**src/sensor_window_phase_classifier_assert.svh**
```systemverilog
// Assertion helpers for the phase classifier.
`ifndef SENSOR_WINDOW_PHASE_CLASSIFIER_ASSERT_SVH
`define SENSOR_WINDOW_PHASE_CLASSIFIER_ASSERT_SVH

// Same-cycle implication.
`define SWPC_ASSERT_NOW(label, ante, cons) \
	label: assert property (@(posedge clk) disable iff (!arst_n) (ante) |-> (cons)) \
		else $error("assertion failed");

// Next-cycle implication.
`define SWPC_ASSERT_NEXT(label, ante, cons) \
	label: assert property (@(posedge clk) disable iff (!arst_n) (ante) |=> (cons)) \
		else $error("assertion failed");

`endif

```
**src/swpc_pkg.sv**
```systemverilog
`timescale 1ns / 1ps
package swpc_pkg;

	localparam int TEMP_W    = 12;
	localparam int GAS_W     = 16;
	localparam int PCT_W     = 7;
	localparam int AMB_W     = 11;
	localparam int MINR_W    = 5;
	localparam int PHASE_W   = 3;
	localparam int CN_W      = 13;
	localparam int ALERT_W   = 5;
	localparam int CFG_IDX_W = 1;

	localparam int SHORT_WIN = 12;
	localparam int LONG_WIN  = 24;
	localparam int BACK_W    = 5;
	localparam int SUM_W     = 24;
	localparam int NUM_W     = 22;
	localparam int DEN_W     = 9;
	localparam int DIV_STEPS = 13;

	localparam logic [CFG_IDX_W-1:0] REG_AMBIENT      = 1'b0;
	localparam logic [CFG_IDX_W-1:0] REG_MIN_READINGS = 1'b1;

	typedef enum logic [PHASE_W-1:0] {
		PH_MESO    = 3'd0,
		PH_THERMO  = 3'd1,
		PH_COOL    = 3'd2,
		PH_MATURE  = 3'd3,
		PH_CURED   = 3'd4,
		PH_DORMANT = 3'd5
	} phase_t;

	typedef struct packed {
		logic              store;
		logic              clear;
		logic              rd;
		logic [BACK_W-1:0] back;
		logic              classify;
		logic              div_step;
		logic              publish;
	} cmd_t;

	typedef struct packed {
		logic              emit;
		logic [BACK_W-1:0] len;
	} status_t;

endpackage

```
**src/swpc_ram.sv**
```systemverilog
`timescale 1ns / 1ps
module swpc_ram #(
	parameter int WIDTH = 16,
	parameter int DEPTH = 32
) (
	input  logic                     clk,
	input  logic                     we,
	input  logic [$clog2(DEPTH)-1:0] waddr,
	input  logic [WIDTH-1:0]         wdata,
	input  logic [$clog2(DEPTH)-1:0] raddr,
	output logic [WIDTH-1:0]         rdata
);

	logic [WIDTH-1:0] mem [DEPTH];

	always_ff @(posedge clk) begin
		if (we) begin
			mem[waddr] <= wdata;
		end
		rdata <= mem[raddr];
	end

endmodule

```
**src/swpc_dp.sv**
```systemverilog
`timescale 1ns / 1ps
module swpc_dp #(
	parameter int HISTORY_DEPTH = 32
) (
	input  logic                                  clk,
	input  logic                                  arst_n,
	input  swpc_pkg::cmd_t                        cmd,
	output swpc_pkg::status_t                     status,
	input  logic                                  cfg_wr_en,
	input  logic [swpc_pkg::CFG_IDX_W-1:0]        cfg_addr,
	input  logic [swpc_pkg::AMB_W-1:0]            cfg_wdata,
	input  logic signed [swpc_pkg::TEMP_W-1:0]    temp_center_tenths,
	input  logic [swpc_pkg::PCT_W-1:0]            moisture_center_pct,
	input  logic [swpc_pkg::GAS_W-1:0]            co2_ppm_in,
	input  logic [swpc_pkg::GAS_W-1:0]            methane_ppm_in,
	input  logic [swpc_pkg::PCT_W-1:0]            battery_pct_in,
	output logic [swpc_pkg::PHASE_W-1:0]          phase_code,
	output logic [swpc_pkg::CN_W-1:0]             cn_ratio_tenths,
	output logic [swpc_pkg::ALERT_W-1:0]          alert_mask
);

	localparam int AW = $clog2(HISTORY_DEPTH);
	localparam int CW = $clog2(HISTORY_DEPTH + 1);
	localparam int SW = swpc_pkg::SUM_W;
	localparam int DSH_W = swpc_pkg::DEN_W + swpc_pkg::DIV_STEPS - 1;

	function automatic logic signed [SW-1:0] mulc(input logic signed [SW-1:0] n, input int k);
		mulc = SW'(n * k);
	endfunction

	// config
	logic signed [swpc_pkg::AMB_W-1:0] amb_q;
	logic [swpc_pkg::MINR_W-1:0]       min_q;

	// history bookkeeping
	logic [AW-1:0] wp_q;
	logic [CW-1:0] count_q;

	// read pipeline
	logic                        rd_s1;
	logic [swpc_pkg::BACK_W-1:0] back_s1;

	logic [AW+1:0]                     raw_addr;
	logic [AW-1:0]                     raddr;
	logic signed [swpc_pkg::TEMP_W-1:0] t_rd;
	logic [swpc_pkg::GAS_W-1:0]        c_rd;
	logic [swpc_pkg::GAS_W-1:0]        m_rd;

	logic signed [SW-1:0] t12_q, c12_q, m12_q, t24_q, c24_q, m24_q;
	logic signed [SW-1:0] t_ext, c_ext, m_ext;

	logic [swpc_pkg::ALERT_W-1:0] alert_q;
	swpc_pkg::phase_t             phase_q;

	logic [swpc_pkg::NUM_W-1:0]   rem_q;
	logic [DSH_W-1:0]             dsh_q;
	logic [swpc_pkg::CN_W-1:0]    quo_q;

	// classify terms
	logic [swpc_pkg::BACK_W-1:0] n12, n24;
	logic signed [SW-1:0] nn12, nn24, dt, dc, told, cold, amb_lim, amb_prod, capped, num;
	logic [swpc_pkg::DEN_W-1:0] den;
	swpc_pkg::phase_t phase_d;
	logic slope_ok;
	logic [swpc_pkg::ALERT_W-1:0] alert_d;

	always_comb begin
		raw_addr = (AW+2)'(wp_q) + (AW+2)'(HISTORY_DEPTH - 1) - (AW+2)'(cmd.back);
		if (raw_addr >= (AW+2)'(HISTORY_DEPTH)) begin
			raddr = AW'(raw_addr - (AW+2)'(HISTORY_DEPTH));
		end else begin
			raddr = AW'(raw_addr);
		end
	end

	swpc_ram #(.WIDTH(swpc_pkg::TEMP_W), .DEPTH(HISTORY_DEPTH)) u_temp_ram (
		.clk(clk), .we(cmd.store), .waddr(wp_q), .wdata(temp_center_tenths),
		.raddr(raddr), .rdata(t_rd)
	);
	swpc_ram #(.WIDTH(swpc_pkg::GAS_W), .DEPTH(HISTORY_DEPTH)) u_co2_ram (
		.clk(clk), .we(cmd.store), .waddr(wp_q), .wdata(co2_ppm_in),
		.raddr(raddr), .rdata(c_rd)
	);
	swpc_ram #(.WIDTH(swpc_pkg::GAS_W), .DEPTH(HISTORY_DEPTH)) u_meth_ram (
		.clk(clk), .we(cmd.store), .waddr(wp_q), .wdata(methane_ppm_in),
		.raddr(raddr), .rdata(m_rd)
	);

	assign t_ext = {{(SW-swpc_pkg::TEMP_W){t_rd[swpc_pkg::TEMP_W-1]}}, t_rd};
	assign c_ext = {{(SW-swpc_pkg::GAS_W){1'b0}}, c_rd};
	assign m_ext = {{(SW-swpc_pkg::GAS_W){1'b0}}, m_rd};

	assign status.emit = count_q >= CW'(min_q);
	assign status.len  = n24;

	always_comb begin
		alert_d[0] = methane_ppm_in > swpc_pkg::GAS_W'(1000);
		alert_d[1] = temp_center_tenths > swpc_pkg::TEMP_W'(700);
		alert_d[2] = battery_pct_in < swpc_pkg::PCT_W'(20);
		alert_d[3] = moisture_center_pct > swpc_pkg::PCT_W'(70);
		alert_d[4] = (moisture_center_pct != '0) && (moisture_center_pct < swpc_pkg::PCT_W'(30));
	end

	always_comb begin
		n12 = (count_q >= CW'(swpc_pkg::SHORT_WIN)) ? swpc_pkg::BACK_W'(swpc_pkg::SHORT_WIN)
			: swpc_pkg::BACK_W'(count_q);
		n24 = (count_q >= CW'(swpc_pkg::LONG_WIN)) ? swpc_pkg::BACK_W'(swpc_pkg::LONG_WIN)
			: swpc_pkg::BACK_W'(count_q);
		nn12 = {{(SW-swpc_pkg::BACK_W){1'b0}}, n12};
		nn24 = {{(SW-swpc_pkg::BACK_W){1'b0}}, n24};
		slope_ok = count_q >= CW'(swpc_pkg::LONG_WIN);
		told = t24_q - t12_q;
		cold = c24_q - c12_q;
		dt = slope_ok ? t12_q - told : '0;
		dc = slope_ok ? c12_q - cold : '0;

		if (t12_q < mulc(nn12, 50) && c12_q < mulc(nn12, 200)) begin
			phase_d = swpc_pkg::PH_DORMANT;
		end else if (t12_q > mulc(nn12, 500) && c12_q > mulc(nn12, 1000)) begin
			phase_d = swpc_pkg::PH_THERMO;
		end else if (t12_q > mulc(nn12, 300) && t12_q < mulc(nn12, 550)
				&& dt < -SW'(60) && dc < -SW'(120)) begin
			phase_d = swpc_pkg::PH_COOL;
		end else if (t12_q < mulc(nn12, 300) && t12_q > mulc(nn12, 120)
				&& c12_q < mulc(nn12, 800) && dc < SW'(60)) begin
			phase_d = swpc_pkg::PH_MATURE;
		end else if (t12_q < mulc(nn12, 250) && c12_q < mulc(nn12, 300)
				&& m12_q < mulc(nn12, 50)) begin
			phase_d = swpc_pkg::PH_CURED;
		end else begin
			phase_d = swpc_pkg::PH_MESO;
		end

		// fixed answers go through the divider with a divisor of one
		amb_lim  = {{(SW-swpc_pkg::AMB_W){amb_q[swpc_pkg::AMB_W-1]}}, amb_q} + SW'(30);
		amb_prod = amb_lim * nn24;
		capped   = (m24_q < mulc(nn24, 1000)) ? m24_q : mulc(nn24, 1000);
		if (m24_q > mulc(nn24, 500)) begin
			num = mulc(nn24, 1300) - capped;
			den = swpc_pkg::DEN_W'(n24) << 1;
		end else if (c24_q > mulc(nn24, 2000) && t24_q > mulc(nn24, 400)) begin
			num = SW'(280);
			den = swpc_pkg::DEN_W'(1);
		end else if (c24_q < mulc(nn24, 300)) begin
			num = (t24_q < amb_prod) ? SW'(200) : SW'(450);
			den = swpc_pkg::DEN_W'(1);
		end else begin
			num = mulc(nn24, 4800) + c24_q;
			den = swpc_pkg::DEN_W'(mulc(nn24, 17));
		end
	end

	always_ff @(posedge clk or negedge arst_n) begin
		if (!arst_n) begin
			amb_q   <= swpc_pkg::AMB_W'(200);
			min_q   <= swpc_pkg::MINR_W'(8);
			wp_q    <= '0;
			count_q <= '0;
			rd_s1   <= 1'b0;
		end else begin
			if (cfg_wr_en) begin
				unique case (cfg_addr)
					swpc_pkg::REG_AMBIENT:      amb_q <= cfg_wdata;
					swpc_pkg::REG_MIN_READINGS: min_q <= cfg_wdata[swpc_pkg::MINR_W-1:0];
					default: ;
				endcase
			end
			if (cmd.store) begin
				wp_q <= (wp_q == AW'(HISTORY_DEPTH - 1)) ? '0 : wp_q + 1'b1;
				if (count_q < CW'(HISTORY_DEPTH)) begin
					count_q <= count_q + 1'b1;
				end
			end
			rd_s1 <= cmd.rd;
		end
	end

	always_ff @(posedge clk) begin
		back_s1 <= cmd.back;
		if (cmd.store) begin
			alert_q <= alert_d;
		end
		if (cmd.clear) begin
			t12_q <= '0; c12_q <= '0; m12_q <= '0;
			t24_q <= '0; c24_q <= '0; m24_q <= '0;
		end else if (rd_s1) begin
			t24_q <= t24_q + t_ext;
			c24_q <= c24_q + c_ext;
			m24_q <= m24_q + m_ext;
			if (back_s1 < swpc_pkg::BACK_W'(swpc_pkg::SHORT_WIN)) begin
				t12_q <= t12_q + t_ext;
				c12_q <= c12_q + c_ext;
				m12_q <= m12_q + m_ext;
			end
		end
		if (cmd.classify) begin
			phase_q <= phase_d;
			rem_q   <= swpc_pkg::NUM_W'(num);
			dsh_q   <= {den, {(swpc_pkg::DIV_STEPS-1){1'b0}}};
			quo_q   <= '0;
		end else if (cmd.div_step) begin
			if ({1'b0, dsh_q} <= rem_q) begin
				rem_q <= rem_q - {1'b0, dsh_q};
				quo_q <= {quo_q[swpc_pkg::CN_W-2:0], 1'b1};
			end else begin
				quo_q <= {quo_q[swpc_pkg::CN_W-2:0], 1'b0};
			end
			dsh_q <= dsh_q >> 1;
		end
		if (cmd.publish) begin
			phase_code      <= phase_q;
			cn_ratio_tenths <= quo_q;
			alert_mask      <= alert_q;
		end
	end

endmodule

```
**src/swpc_ctrl.sv**
```systemverilog
`timescale 1ns / 1ps
module swpc_ctrl (
	input  logic              clk,
	input  logic              arst_n,
	input  logic              in_valid,
	output logic              in_ready,
	output logic              out_valid,
	input  logic              out_ready,
	input  swpc_pkg::status_t status,
	output swpc_pkg::cmd_t    cmd
);

	typedef enum logic [2:0] {
		S_IDLE, S_CHECK, S_WALK, S_DRAIN, S_CLASS, S_DIV, S_DONE
	} state_t;

	state_t                      state_q;
	logic [swpc_pkg::BACK_W-1:0] cnt_q;
	logic                        out_valid_q;
	logic                        slot_free;

	assign slot_free = !out_valid_q || out_ready;
	assign in_ready  = (state_q == S_IDLE);
	assign out_valid = out_valid_q;

	always_comb begin
		cmd          = '0;
		cmd.store    = in_valid && (state_q == S_IDLE);
		cmd.clear    = (state_q == S_CHECK);
		cmd.rd       = (state_q == S_WALK);
		cmd.back     = cnt_q;
		cmd.classify = (state_q == S_CLASS);
		cmd.div_step = (state_q == S_DIV);
		cmd.publish  = (state_q == S_DONE) && slot_free;
	end

	always_ff @(posedge clk or negedge arst_n) begin
		if (!arst_n) begin
			state_q     <= S_IDLE;
			cnt_q       <= '0;
			out_valid_q <= 1'b0;
		end else begin
			if (cmd.publish) begin
				out_valid_q <= 1'b1;
			end else if (out_ready) begin
				out_valid_q <= 1'b0;
			end
			unique case (state_q)
				S_IDLE: begin
					if (in_valid) state_q <= S_CHECK;
				end
				S_CHECK: begin
					cnt_q   <= '0;
					state_q <= status.emit ? S_WALK : S_IDLE;
				end
				S_WALK: begin
					if (cnt_q == status.len - 1'b1) begin
						cnt_q   <= '0;
						state_q <= S_DRAIN;
					end else begin
						cnt_q <= cnt_q + 1'b1;
					end
				end
				S_DRAIN: state_q <= S_CLASS;
				S_CLASS: state_q <= S_DIV;
				S_DIV: begin
					if (cnt_q == swpc_pkg::BACK_W'(swpc_pkg::DIV_STEPS - 1)) begin
						cnt_q   <= '0;
						state_q <= S_DONE;
					end else begin
						cnt_q <= cnt_q + 1'b1;
					end
				end
				S_DONE: begin
					if (slot_free) state_q <= S_IDLE;
				end
				default: state_q <= S_IDLE;
			endcase
		end
	end

endmodule

```
**src/sensor_window_phase_classifier.sv**
```systemverilog
// One reading per beat. A reading whose stored count is still below min_readings
// is absorbed with no result. Otherwise, with n = min(stored readings, 24),
// the newest n entries of the ring history are walked one entry per cycle through
// a single read port, then the phase is classified and the C:N estimate
// comes from a 13-step shift-subtract divider. A result waiting at the output
// holds the block in its final state until it is taken.
`timescale 1ns / 1ps
`include "sensor_window_phase_classifier_assert.svh"
module sensor_window_phase_classifier #(
	parameter int HISTORY_DEPTH = 32
) (
	input  logic                                  clk,
	input  logic                                  arst_n,
	input  logic                                  cfg_wr_en,
	input  logic [swpc_pkg::CFG_IDX_W-1:0]        cfg_addr,
	input  logic [swpc_pkg::AMB_W-1:0]            cfg_wdata,
	input  logic                                  in_valid,
	output logic                                  in_ready,
	input  logic signed [swpc_pkg::TEMP_W-1:0]    temp_center_tenths,
	input  logic [swpc_pkg::PCT_W-1:0]            moisture_center_pct,
	input  logic [swpc_pkg::GAS_W-1:0]            co2_ppm_in,
	input  logic [swpc_pkg::GAS_W-1:0]            methane_ppm_in,
	input  logic [swpc_pkg::PCT_W-1:0]            battery_pct_in,
	output logic                                  out_valid,
	input  logic                                  out_ready,
	output logic [swpc_pkg::PHASE_W-1:0]          phase_code,
	output logic [swpc_pkg::CN_W-1:0]             cn_ratio_tenths,
	output logic [swpc_pkg::ALERT_W-1:0]          alert_mask
);

	swpc_pkg::cmd_t    cmd;
	swpc_pkg::status_t status;

	swpc_ctrl u_ctrl (
		.clk(clk), .arst_n(arst_n),
		.in_valid(in_valid), .in_ready(in_ready),
		.out_valid(out_valid), .out_ready(out_ready),
		.status(status), .cmd(cmd)
	);

	swpc_dp #(.HISTORY_DEPTH(HISTORY_DEPTH)) u_dp (
		.clk(clk), .arst_n(arst_n),
		.cmd(cmd), .status(status),
		.cfg_wr_en(cfg_wr_en), .cfg_addr(cfg_addr), .cfg_wdata(cfg_wdata),
		.temp_center_tenths(temp_center_tenths),
		.moisture_center_pct(moisture_center_pct),
		.co2_ppm_in(co2_ppm_in),
		.methane_ppm_in(methane_ppm_in),
		.battery_pct_in(battery_pct_in),
		.phase_code(phase_code),
		.cn_ratio_tenths(cn_ratio_tenths),
		.alert_mask(alert_mask)
	);

	`SWPC_ASSERT_NEXT(a_busy_after_beat, in_valid && in_ready, !in_ready)
	`SWPC_ASSERT_NOW(a_publish_slot_free, cmd.publish, !out_valid || out_ready)
	`SWPC_ASSERT_NOW(a_phase_legal, out_valid, phase_code != 3'd6 && phase_code != 3'd7)
	`SWPC_ASSERT_NOW(a_cn_range, out_valid, cn_ratio_tenths <= 13'd4200)

endmodule
```
**config.mk**
```make
export PLATFORM = sky130hd
export DESIGN_NAME = sensor_window_phase_classifier
export DESIGN_NICKNAME = d
export VERILOG_FILES = /design/src/swpc_pkg.sv /design/src/swpc_ram.sv /design/src/swpc_dp.sv /design/src/swpc_ctrl.sv /design/src/sensor_window_phase_classifier.sv
export VERILOG_INCLUDE_DIRS = /design/src /design/src/src
export SDC_FILE = /design/constraint.sdc
export NUM_CORES = 2
export LEC_CHECK = 0
export ABC_AREA = 0
export BUFFER_PORTS_ARGS = -buffer_cell sky130_fd_sc_hd__buf_2
export CAP_MARGIN = 25
export CORE_AREA = 2 2 600 363
export CTS_CLUSTER_SIZE = 14
export DETAILED_ROUTE_END_ITERATION = 6
export DIE_AREA = 0 0 602 365
export MAX_ROUTING_LAYER = met4
export PLACE_DENSITY_LB_ADDON = 0.05
export SKIP_LAST_GASP = 1
export SLEW_MARGIN = 20
export SYNTH_ARGS = -nofsm -noshare
export SYNTH_HDL_FRONTEND = slang
export SYNTH_SLANG_ARGS = --single-unit
```
**constraint.sdc**
```tcl
create_clock -name clk -period 10 [get_ports clk]
set_clock_uncertainty 0.2 [all_clocks]
set_input_delay 1.5 -clock clk [delete_from_list [all_inputs] [get_ports clk]]
set_output_delay 1.5 -clock clk [all_outputs]
set_load 0.005 [all_outputs]
```
[After elaboration in Yosys (flattened, before gate mapping)]
Memories as Yosys holds them, arrays and structs flattened. A register that Yosys moved wholly into a read port is not among the register bits.
Index checks and enable logic that the tools add are counted.
Storage, ports and cells
  RAM bits: 1408
  word-level logic and storage cells: 180
  bits in latches: 0
  bits in registers: 271
  input bits: 75
  bits in read-only memories: 0
  memories kept: 3
  output and inout bits: 23
Memory list
  u_dp.u_co2_ram.mem: words 32, bits a word 16, read ports 1, clocked after Yosys merged registers in 1, write ports 1, RTL line swpc_ram.sv:14  | logic [WIDTH-1:0] mem [DEPTH];
  u_dp.u_meth_ram.mem: words 32, bits a word 16, read ports 1, clocked after Yosys merged registers in 1, write ports 1, RTL line swpc_ram.sv:14
  u_dp.u_temp_ram.mem: words 32, bits a word 12, read ports 1, clocked after Yosys merged registers in 1, write ports 1, RTL line swpc_ram.sv:14
Operators by class
  order comparisons: 33
  div/mod/pow operators: 0
  muxes and demuxes: 37
  bitwise gates (word level): 1
  multiply operators: 18
  add/sub/neg operators: 21
  reduce and logical (&&, ||, !) cells: 29
  eq/ne operators: 13
  shift operators: 0
Operator list (count)
  less-than comparator 24 bit: 9
  2-to-1 mux 22 bit: 7
  > comparator 24 bit: 5
  multiplier 5 x 7 -> 12 bit (second input constant): 9
  adder 24 x 17 -> 24 bit: 4
  subtractor 24 bit: 4
  adder 24 x 12 -> 24 bit: 2
  less-than comparator 24 x 7 -> 1 bit (second input constant): 2
  2-to-1 mux 24 bit: 2
  2-to-1 mux 21 bit: 2
  multiplier 5 x 5 -> 10 bit (second input constant): 4
  2-to-1 mux 9 bit: 4
  2-to-1 mux 5 bit: 6
  multiplier 5 x 9 -> 14 bit (second input constant): 2
  > comparator 24 x 15 -> 1 bit: 1
  > comparator 24 x 17 -> 1 bit: 1
  less-than comparator 24 x 15 -> 1 bit: 1
  less-than comparator 24 x 16 -> 1 bit: 1
  less-than comparator 24 x 8 -> 1 bit (second input constant): 1
  multiplier 24 x 6 -> 24 bit: 1
  2-to-1 mux 3 bit: 8
  adder 22 bit: 1
  <= comparator 21 x 22 -> 1 bit: 1
  subtractor 22 x 21 -> 22 bit: 1
  other kinds (42): 73

[Logic depth before layout (Yosys ltp)]
  depth after elaboration: 10
  mapped depth: 39
  gate-level depth less buffers: 35

[By module]
From an unflattened synthesis, not the netlist that was laid out.
Unflattened totals
  cell total of the unflattened synthesis: 6842
  area total of the unflattened synthesis: 87321.2 um2
Modules (own cells, without submodules)
  swpc_dp: cells an instance 3606, times used 1, seq. area each 5950.7 um2, area an instance 30102.6 um2
  swpc_ram at u_dp.u_meth_ram: cells an instance 1143, times used 1, seq. area each 15695.1 um2, area an instance 20535.9 um2
  swpc_ram at u_dp.u_co2_ram: cells an instance 1143, times used 1, seq. area each 15695.1 um2, area an instance 20534.7 um2
  swpc_ram at u_dp.u_temp_ram: cells an instance 868, times used 1, seq. area each 11771.3 um2, area an instance 15468.6 um2
  swpc_ctrl: cells an instance 82, times used 1, seq. area each 225.2 um2, area an instance 679.4 um2

[Worst setup path before layout]
Ideal clock, no wire load.
  path type: reg-to-reg
  start point: register u_dp.count_q[5]
  end point: register u_dp.rem_q[16] (netlist name) (data pin)
  required time: 9646 ps
  setup time: 154 ps
  arrival time: 8122 ps
  period minus slack after synthesis: 8476 ps
  buffers on the path: 4
  path slack: 1524 ps
  stages on the path, launching flop included: 40
  cell sequence: dfrtp_1 -> buf_2 -> a21oi_1 -> and2_1 -> clkbuf_1 -> buf_1 -> ha_1 -> inv_1 -> xnor2_1 -> ha_1 -> inv_1 -> fa_1 -> inv_1 -> ha_1 -> a21o_1 -> a21oi_1 -> o21bai_1 -> a21oi_1 -> [... 4 more ...] -> and3_1 -> o211ai_1 -> or4bb_1 -> a311oi_2 -> clkbuf_1 -> o21ai_0 -> ha_1 -> a21o_1 -> a21oi_1 -> o21bai_1 -> a31oi_1 -> o21ai_0 -> o41ai_1 -> o21ai_0 -> o21ai_0 -> nand4_1 -> o211ai_1 -> a21boi_0
On the way
  longest elaborated chain between the ends: 8
  elaborated cells on any way between the ends: 22
  classes of those cells: add/sub: 2; mul: 7; order compare: 6; mux: 6; reduce/logical: 1
RTL lines
  start: declaration: RTL line swpc_dp.sv:37  | logic [CW-1:0] count_q;
  start signal: assignment: RTL line swpc_dp.sv:171  | count_q <= count_q + 1'b1;
  >= comparator 6 x 5 -> 1 bit *: RTL line swpc_dp.sv:107  | n24 = (count_q >= CW'(swpc_pkg::LONG_WIN)) ? swpc_pkg::BACK_W'(swpc_pkg::LONG_WIN)
  2-to-1 mux 5 bit *: RTL line swpc_dp.sv:107
  multiplier 5 x 7 -> 12 bit or multiplier 5 x 5 -> 10 bit (tied branches): RTL line swpc_dp.sv:28  | mulc = SW'(n * k);
  less-than comparator 24 x 16 -> 1 bit (tied with other cells): RTL line swpc_dp.sv:137  | capped = (m24_q < mulc(nn24, 1000)) ? m24_q : mulc(nn24, 1000);
  2-to-1 mux 22 bit (tied with other cells): RTL line swpc_dp.sv:137
  subtractor 22 bit or 2-to-1 mux 22 bit (tied branches): RTL line swpc_dp.sv:139, swpc_dp.sv:141
  2-to-1 mux 22 bit *: RTL line swpc_dp.sv:138  | if (m24_q > mulc(nn24, 500)) begin
  2-to-1 mux 22 bit *: RTL line swpc_dp.sv:196  | if (cmd.classify) begin
  end signal: assignment: RTL line swpc_dp.sv:198  | rem_q <= swpc_pkg::NUM_W'(num);
  end signal: assignment: RTL line swpc_dp.sv:203  | rem_q <= rem_q - {1'b0, dsh_q};
  end: declaration: RTL line swpc_dp.sv:55  | logic [swpc_pkg::NUM_W-1:0] rem_q;
Every way passes the cells marked *; elsewhere a longest branch is shown, timed or not.
A chain may end at the register's enable or synchronous reset.

[Worst setup path after layout]
  start point: register u_dp.count_q[3]
  end point: register u_dp.rem_q[1] (netlist name) (data pin)
On the way
  longest elaborated chain between the ends: 9
  elaborated cells on any way between the ends: 22
  classes of those cells: add/sub: 1; mul: 6; order compare: 7; mux: 7; reduce/logical: 1
RTL lines (RTL line)
  >= comparator 6 x 5 -> 1 bit: swpc_dp.sv:107
  2-to-1 mux 5 bit *: swpc_dp.sv:107
  branches (longest 5 deep; another with less-than comparator 24 x 16 -> 1 bit)
  2-to-1 mux 22 bit *: swpc_dp.sv:138
  2-to-1 mux 22 bit *: swpc_dp.sv:196
Every way passes the cells marked *.

==> reports/metrics.cfg <==
[global_routing]
overflow = 0
grtUsageTotal = 0.244
grt_max_degree = 128
grt_pass1_wl_mm = 376
grt_pass1_vias = 50800
antenna_found_initial = 22

[timing]
worst_pin_slew_ns = 1.09
drv_slew = 0
fin_crit_sh = 0.937
relSlewSlack = 0.265
fmax_mhz = 107
finalHoldViolCount = 0
rsz0062_at_grt = no
final.min_clock_period_ns = 9.37
fin_ws_ns = 0.633
setup_viol = 0
fin_setup_tns_ns = 0

[finish]
final_cells = 9559
final_cell_area_sq_mm = 0.0956
drive_gt1_frac = 0.136
nets = 7253
fillers = 19300
synthToLayoutAreaGrowth_pct = 11.9

[die]
die_h_um = 365
initial_core_util = 0.398
io_pins = 98
die_area_sq_mm = 0.220
std_cell_rows = 132
die_w_um = 602
core_sq_mm = 0.215

[route]
wl_mm = 263
vias_per_cell = 5.65
ant_nets = 0
routed.top_layer = met4
drc = 0
wl_met1_mm = 139
drt-pass1-iter-count = 5
routed-via-count = 54000
wl_per_cell_um = 27.5
dr_wl_met2_mm = 99.7
wl_met3_mm = 20.3
drt_iter0_drc = 6403

[job]
max_cap_violations = 0

[setup_path]
worstSetupPathType = flop to flop
arrival_ns = 9.73
critPathMostFrequentCell = a21o_1
slowest_stage = o41ai_1
reg2reg_slack_ns = 0.63
end_kind = flop
required_ns = 10.36
cp_max_fo = 12
max_stage_delay_ns = 0.68
cp-start-kind = flop

[clocking]
clk_pin_slew_ns = 0.07
htree_levels = 4
clock-sinks = 1721
cts_resized = 0
clockBufferDepth = 4
numCtsBuffers = 176
ctsHoldBuffers = 0
postCtsSetupRepairBufs = 0
cts_root_buffer = clkbuf_16
clock_latency_ns = 0.85
cts_tree = yes

[hold_path]
hold_path.class = flop to flop

[logic_synthesis]
async_flop_share = 0.0215
synthFlopType = edfxtp_1
synth.most_common_cell = edfxtp_1
netlist_area_sq_mm = 0.0854
ys_seq_area_frac = 0.578
postSynthAreaPerCell_sq_um = 13.5
synthDistinctLibCells = 91
synth-compound-area-share = 0.0752
synth_top_cell_area_share = 0.516
synthAdderAreaFrac = 0.102
syn_inst = 6351
post_synth_xor_area_fraction = 0.0284
ys_top_cells_by_count = edfxtp_1 (1468), nand2_1 (713), ha_1 (569), mux4_2 (352), inv_1 (316)
synth_simple_gate_area_frac = 0.0932
yosysTopAreaCell = edfxtp_1
yosys_warnings = 0
synthMuxAreaShare = 0.0997
ys_seq_elements = 1721
synth_edf_count = 1468
synth_area_leaders = edfxtp_1 (52%), mux4_2 (9.3%), ha_1 (8.3%)
synth_top_family_by_area = adder cells

[placed_design]
gp_congestion = 0.888
dp_slack_ns = 0.633
dp_hpwl_mm = 167
dp.cells = 9232
io_buffers = 95
place_area_sq_mm = 0.0901

[status]
status = finished, final reports clean

-- layer usage --
| layer | track usage | up-vias |
|---|---|---|
| met5 | - | - |
| met4 | 0.0377 | 0 |
| met3 | 0.0417 | 250 |
| met2 | 0.308 | 1774 |
| met1 | 0.402 | 27600 |
| li1 | - | 24400 |
-- state kept, by name, summed over array words and instances (netlist names), 21 cells and up --
register	count
u_dp.u_temp_ram.mem	384
u_dp.m24_q	24
u_dp.c12_q	24
u_dp.t24_q	24
u_dp.rem_q	22
u_dp.c24_q	24
u_dp.u_co2_ram.mem	512
u_dp.u_meth_ram.mem	512
u_dp.dsh_q	21
u_dp.t12_q	24
u_dp.m12_q	24
-- cells in the final DEF, fill, tap and decap left out, types with 33 or more instances in the layout --
master / n
a21o_1: 121
a21oi_1: 303
and3_1: 34
buf_2: 96
buf_4: 111
clkbuf_1: 34
clkbuf_16: 181
clkinv_1: 48
dfxtp_1: 216
edfxtp_1: 1468
fa_1: 77
ha_1: 568
inv_1: 316
mux2i_1: 41
mux4_2: 352
nand2_1: 713
nand2b_1: 48
nand3_1: 300
nand4_1: 36
nor2_1: 281
nor2_4: 33
nor2b_1: 48
nor3_1: 82
o21a_1: 68
o21ai_0: 224
or3_1: 35
xnor2_1: 164
xor2_1: 105
-- stage by stage --
step	utilization	hold WS (ns)
5_1_grt	0.445	0.238
3_3_place_gp	0.420	0.201
3_5_place_dp	0.420	0.206
2_1_floorplan	-	0.200
6_report	0.445	0.221
4_1_cts	0.445	0.221
-- cell families (layout without fill, tap and decap cells) --
family,after synthesis,count (layout)
AOI/OAI and AO/OA,1006,1006
DFF,1721,1721
buffers and inverters,549,856
muxes,409,409
other,2,22
xor gates and xnor gates,275,275
adders and majority gates,648,648
and+or+nand+nor,1741,1741
-- area by class of cell --
class	count	area, sq um	area share
Clock inverter	96	666	0.00697
Clock buffer	222	4750	0.0497
Tap cell	2881	3600	0.0377
Sequential cell	1721	49300	0.516
Multi-Input combinational cell	4094	34400	0.360
Antenna cell	7	17.5	0.000183
Timing Repair Buffer	218	1540	0.0161
Inverter	320	1200	0.0126
-- worst paths after layout --
path                                  from            endpoint  depth (start not counted)
setup / recovery           u_dp.count_q[3]       u_dp.rem_q[1]                         35
hold / removal             u_dp.alert_q[2]  u_dp.alert_mask[2]                          0
setup reg to reg           u_dp.count_q[3]       u_dp.rem_q[1]                         35
hold reg to reg            u_dp.alert_q[2]  u_dp.alert_mask[2]                          0
max in group asynchronous           arst_n       u_dp.min_q[3]                          2
min in group asynchronous           arst_n       u_dp.amb_q[9]                          1
-- worst max-delay path: cells and delay by family, from the launching register on --
family / cells / cell delay (ns)
compound gates: 19 / 4.44
fa+ha+maj: 5 / 1.94
flops: 1 / 0.51
buf+inv: 6 / 1.00
xor+xnor: 1 / 0.19
simple gates: 4 / 0.80
Power is left out: the tool's default activity adds up to more than one toggle a clock period on the data nets, which glitch-free logic cannot reach.
